## config.mk

```make
export PLATFORM = sky130hd
export DESIGN_NAME = mmgc_ctrl
export DESIGN_NICKNAME = d
export VERILOG_FILES = /design/src/hw/rtl/mmgc_pkg.sv /design/src/hw/rtl/mmgc_ctrl.sv
export SDC_FILE = /design/constraint.sdc
export NUM_CORES = 1
export LEC_CHECK = 0
export BUFFER_PORTS_ARGS = -buffer_cell sky130_fd_sc_hd__buf_2
export CAP_MARGIN = 40
export CORE_AREA = 10 10 47 49
export DETAILED_ROUTE_END_ITERATION = 7
export DIE_AREA = 0 0 57 59
export GPL_TIMING_DRIVEN = 0
export PLACE_DENSITY = 0.54
export SKIP_LAST_GASP = 1
export SYNTH_ARGS = -nofsm -noshare
export SYNTH_HDL_FRONTEND = slang
export SYNTH_SLANG_ARGS = --single-unit
export TNS_END_PERCENT = 50
```

## constraint.sdc

```tcl
create_clock -name aclk -period 1.9 [get_ports aclk]
set_input_delay 0.285 -clock aclk [delete_from_list [all_inputs] [get_ports aclk]]
set_output_delay 0.285 -clock aclk [all_outputs]
set_load 0.05 [all_outputs]
```

## src/hw/rtl/mmgc_pkg.sv

```systemverilog
// shared constants, types and helper functions of the gradient contrast block
// no dependencies
package mmgc_pkg;

    localparam int MAX_WIDTH  = 4096;
    localparam int MAX_HEIGHT = 4096;
    localparam int COL_W      = $clog2(MAX_WIDTH);
    localparam int ROW_W      = $clog2(MAX_HEIGHT);

    localparam int SIZE_W     = 13;
    localparam int PIX_W      = 8;
    localparam int LUMA_W     = 24;
    localparam int TERM_W     = LUMA_W + 1;
    localparam int SUM_W      = 50;
    localparam int CNT_W      = 24;
    localparam int MEAN_W     = 17;
    localparam int SCALE_W    = 9;
    localparam int DEN_W      = CNT_W + SCALE_W;
    localparam int REM_W      = SUM_W + 1;
    localparam int STEP_W     = $clog2(MEAN_W);

    localparam int S_TDATA_W  = 6 * PIX_W;
    localparam int M_TDATA_W  = ((MEAN_W + CNT_W + 7) / 8) * 8;

    localparam int CFG_IDX_W  = 2;
    localparam int CFG_DATA_W = SIZE_W;

    // rec.709 weights in q0.16
    localparam logic [15:0] W_RED   = 16'd13933;
    localparam logic [15:0] W_GREEN = 16'd46871;
    localparam logic [15:0] W_BLUE  = 16'd4732;

    // 2 * 255: one diff pair at full scale
    localparam logic [SCALE_W-1:0] DEN_SCALE = 9'd510;

    typedef enum logic [CFG_IDX_W-1:0] {
        REG_FRAME_WIDTH  = 2'd0,
        REG_FRAME_HEIGHT = 2'd1,
        REG_GRAY_MODE    = 2'd2,
        REG_MASK_ENABLE  = 2'd3
    } cfg_reg_t;

    typedef enum logic [3:0] {
        ST_IDLE,
        ST_MUL,
        ST_LUMA,
        ST_DIFF,
        ST_ACC,
        ST_DEN,
        ST_NUM,
        ST_DIV,
        ST_DONE
    } state_t;

    typedef struct packed {
        logic load_in;
        logic mul;
        logic luma;
        logic diff;
        logic acc;
        logic den;
        logic num;
        logic div_step;
        logic out_load;
    } dp_cmd_t;

    typedef struct packed {
        logic frame_end;
        logic div_last;
        logic out_free;
    } dp_stat_t;

    function automatic logic [LUMA_W-1:0] abs_diff(input logic [LUMA_W-1:0] a,
                                                   input logic [LUMA_W-1:0] b);
        return (a > b) ? (a - b) : (b - a);
    endfunction

endpackage

```

## src/hw/rtl/mmgc_ctrl.sv

```systemverilog
// per-pixel and end-of-frame sequencer of the gradient contrast block
// depends on mmgc_pkg
module mmgc_ctrl import mmgc_pkg::*; (
    input  logic     aclk,
    input  logic     aresetn,
    input  logic     s_tvalid,
    output logic     s_tready,
    input  dp_stat_t stat,
    output dp_cmd_t  cmd
);

    state_t state_reg, state_next;

    always_ff @(posedge aclk) begin
        if (!aresetn) begin
            state_reg <= ST_IDLE;
        end else begin
            state_reg <= state_next;
        end
    end

    always_comb begin
        state_next = state_reg;
        unique case (state_reg)
            ST_IDLE: begin
                if (s_tvalid) begin
                    state_next = ST_MUL;
                end
            end
            ST_MUL:  state_next = ST_LUMA;
            ST_LUMA: state_next = ST_DIFF;
            ST_DIFF: state_next = ST_ACC;
            ST_ACC:  state_next = stat.frame_end ? ST_DEN : ST_IDLE;
            ST_DEN:  state_next = ST_NUM;
            ST_NUM:  state_next = ST_DIV;
            ST_DIV: begin
                if (stat.div_last) begin
                    state_next = ST_DONE;
                end
            end
            ST_DONE: begin
                if (stat.out_free) begin
                    state_next = ST_IDLE;
                end
            end
            default: state_next = ST_IDLE;
        endcase
    end

    always_comb begin
        cmd      = '0;
        s_tready = 1'b0;
        unique case (state_reg)
            ST_IDLE: begin
                s_tready    = 1'b1;
                cmd.load_in = s_tvalid;
            end
            ST_MUL:  cmd.mul      = 1'b1;
            ST_LUMA: cmd.luma     = 1'b1;
            ST_DIFF: cmd.diff     = 1'b1;
            ST_ACC:  cmd.acc      = 1'b1;
            ST_DEN:  cmd.den      = 1'b1;
            ST_NUM:  cmd.num      = 1'b1;
            ST_DIV:  cmd.div_step = 1'b1;
            ST_DONE: cmd.out_load = stat.out_free;
            default: cmd = '0;
        endcase
    end

endmodule

```

==> results.ini <==
[detailed_routing]
viasPerCell=4.74
drt_pass1_iterations=4
drt-initial-drc-count=7
via_count=346
avgRoutedWirePerCell_um=12.0
route.detailed.drc=0
drtAntennaViolNets=0
wirelength_um=875

[yosys]
ys_seq_elements=4
syn_nets=45
synthDistinctLibCells=23
yosysSeqAreaShare_pct=27.5
syn_avg_cell_area_um2=7.48
synth_warnings=0
synth_area_um2=292
synth.area.top_cells=dfxtp_1 (27%), nor2_1 (7.7%), nor3_1 (6.9%)
postSynthCellCount=39
yosys.area.top_type=dfxtp_1
synth_top_cell_area_share_pct=27.5

[timing]
timing.setup.tns_ps=0
finalHoldViolCount=0
finClkSkew_ps=1.25
finalCritPeriodShare_pct=95.5
period_minus_slack_ps=1820
final-setup-viol-count=0
drv_slew=0
worst_pin_slew_ps=238
max_freq_mhz=551
relSlewSlack_pct=83.9
rsz0062_at_grt=false

[pwr]
leakagePower_uw=0.000218
fin_total_pwr_uw=302
share_comb_of_total_power_pct=36.8
swShare_pct=35.2
p_int_uw=196
power_density_mw_per_mm2=686
pwr-share-seq_pct=30.3
vdd.ir_drop.worst_v=0.000159
p_sw_uw=106
clkPwrFrac_pct=33.0

[setup_path]
ff2ff_setup_slack_ps=590
critical_path_arrival_ps=1530
crit_fanout=10
cp-start-kind=register
cp_cell_sequence=clkbuf_4 -> or4b_4 -> nor2_1 -> clkbuf_4
slowest_delay_ps=480
slowest_stage=or4b_4
crit_required_ps=1620
critPathKind=reg -> out
crit_path_end_kind=output pin
crit_top_cell=clkbuf_4

[clock_tree]
clock_path_buffers=2
clk_pin_slew_worst_paths_ps=30
cts_tree=done
post_cts_buffers=0
root_buffer=clkbuf_4
clkLatencyLatePin_ps=230
cts_sinks=4
ctsHtreeMaxLevel=1
numCtsBuffers=3

[final_layout]
area_growth_pct=51.1
diodes=0
drive_gt1_share_pct=45.6
design_area_um2=440
final_cell_mix=buf_2 (15), nor2_1 (6), clkbuf_4 (5), dfxtp_1 (4)
final_common_cell=buf_2
fin_nets=65
largest_register_ffs=4

[outcome]
status=finished, final reports clean

[floorplanning]
dieArea_mm2=0.00336
die_y_um=59
die_w_um=57
initial_utilization_pct=20.8
rows=14
core_mm2=0.00140
io_pins=16

[place]
portBuffers=15
globalplace.congestion=0.720
postPlaceCellArea_um2=412
dpl.hpwl_um=695

[grt]
grt-ovfl-total=0
grt_pass1_wl_um=1460
grt_max_degree=11
grtUsageTotal_pct=5.45
antenna_found_initial=0
grt_pass1_vias=326

[worst_hold_path]
hp-class=in -> reg

[job]
drv_cap=0

-- kinds of logic (layout without fill, tap and decap cells) --
group / after synthesis / after routing / synth area share, %
AO/OA/AOI/OAI: 6 / 6 / 14.6
buffers and inverters: 6 / 24 / 11.2
flip-flops: 4 / 4 / 27.5
AND/OR/NAND/NOR: 23 / 23 / 46.8
-- stage by stage --
step | std cells | setup slack (ps) | util, % | hold WS (ps)
5_1_grt | 73 | 9.57 | 31.4 | 333
4_1_cts | 73 | 3.56 | 31.0 | 321
2_1_floorplan | 39 | -172 | - | 407
6_report | 73 | 85.0 | 31.4 | 322
3_5_place_dp | 70 | 252 | 29.4 | 557
3_3_place_gp | 70 | 258 | 29.4 | 554
-- power by group through the flow --
| stage | Clock [uW] | Sequential, uW | Combinational, uW |
|---|---|---|---|
| after global placement | 0 | 92.3 | 111 |
| after detailed placement | 0 | 92.6 | 111 |
| after global routing | 108 | 91.9 | 119 |
| after CTS | 104 | 91.3 | 111 |
| final | 99.6 | 91.4 | 111 |
| after floorplan | 0 | 92.1 | 86.3 |
-- layout make-up --
cell class / instances / area [um^2]
clock buffers: 3 / 22.5
plain buffers: 4 / 28.8
inverters: 2 / 7.51
multi-input cells: 29 / 204
fillers: 167 / 961
well taps: 16 / 20.0
flip-flops and latches: 4 / 80.1
repair buffers: 15 / 77.6
-- Yosys cell counts --
| master | instances |
|---|---|
| inv_1 | 2 |
| nand4_1 | 1 |
| o21ai_0 | 1 |
| and2_1 | 2 |
| nand2b_1 | 2 |
| o21a_1 | 1 |
| nor4b_1 | 2 |
| nor2b_1 | 1 |
| clkbuf_1 | 1 |
| nand2_1 | 1 |
| nor4_1 | 1 |
| a211o_1 | 1 |
| buf_2 | 2 |
| nor2_1 | 6 |
| buf_6 | 1 |
| or4b_4 | 1 |
| o22ai_1 | 1 |
| dfxtp_1 | 4 |
| nor3b_1 | 1 |
| or2b_1 | 1 |
| a32o_1 | 1 |
| a21oi_1 | 1 |
| nor3_1 | 4 |
-- worst paths after layout --
kind | startpoint | endpoint | cells after the start
min | aresetn | state_reg[3]$_SDFFE_PN0P_ | 2
max reg2reg | state_reg[3]$_SDFFE_PN0P_ | state_reg[3]$_SDFFE_PN0P_ | 4
min reg2reg | state_reg[3]$_SDFFE_PN0P_ | state_reg[2]$_SDFFE_PN0P_ | 2
max | state_reg[3]$_SDFFE_PN0P_ | cmd[0] | 4
-- critical path, delay by kind of cell (launching register included) --
| kind | cells | cell delay (ps) |
|---|---|---|
| buffers and inverters | 2 | 430 |
| flip-flops | 1 | 290 |
| AND/OR/NAND/NOR | 2 | 570 |
-- per-layer routing --
layer,vias to the layer above,routed length (um),track usage [%]
met5,-,0,0
met1,160,354,5.01
met4,0,0,4.03
met2,10,426,8.53
li1,176,-,-
met3,0,93,3.65
-- what timing repair did --
item                                    in CTS  in global routing
resized for setup                            0                  4
endpoints found under the setup margin       0                  4
hold buffers                                 0                  0
(Power assumes the default switching activity.)
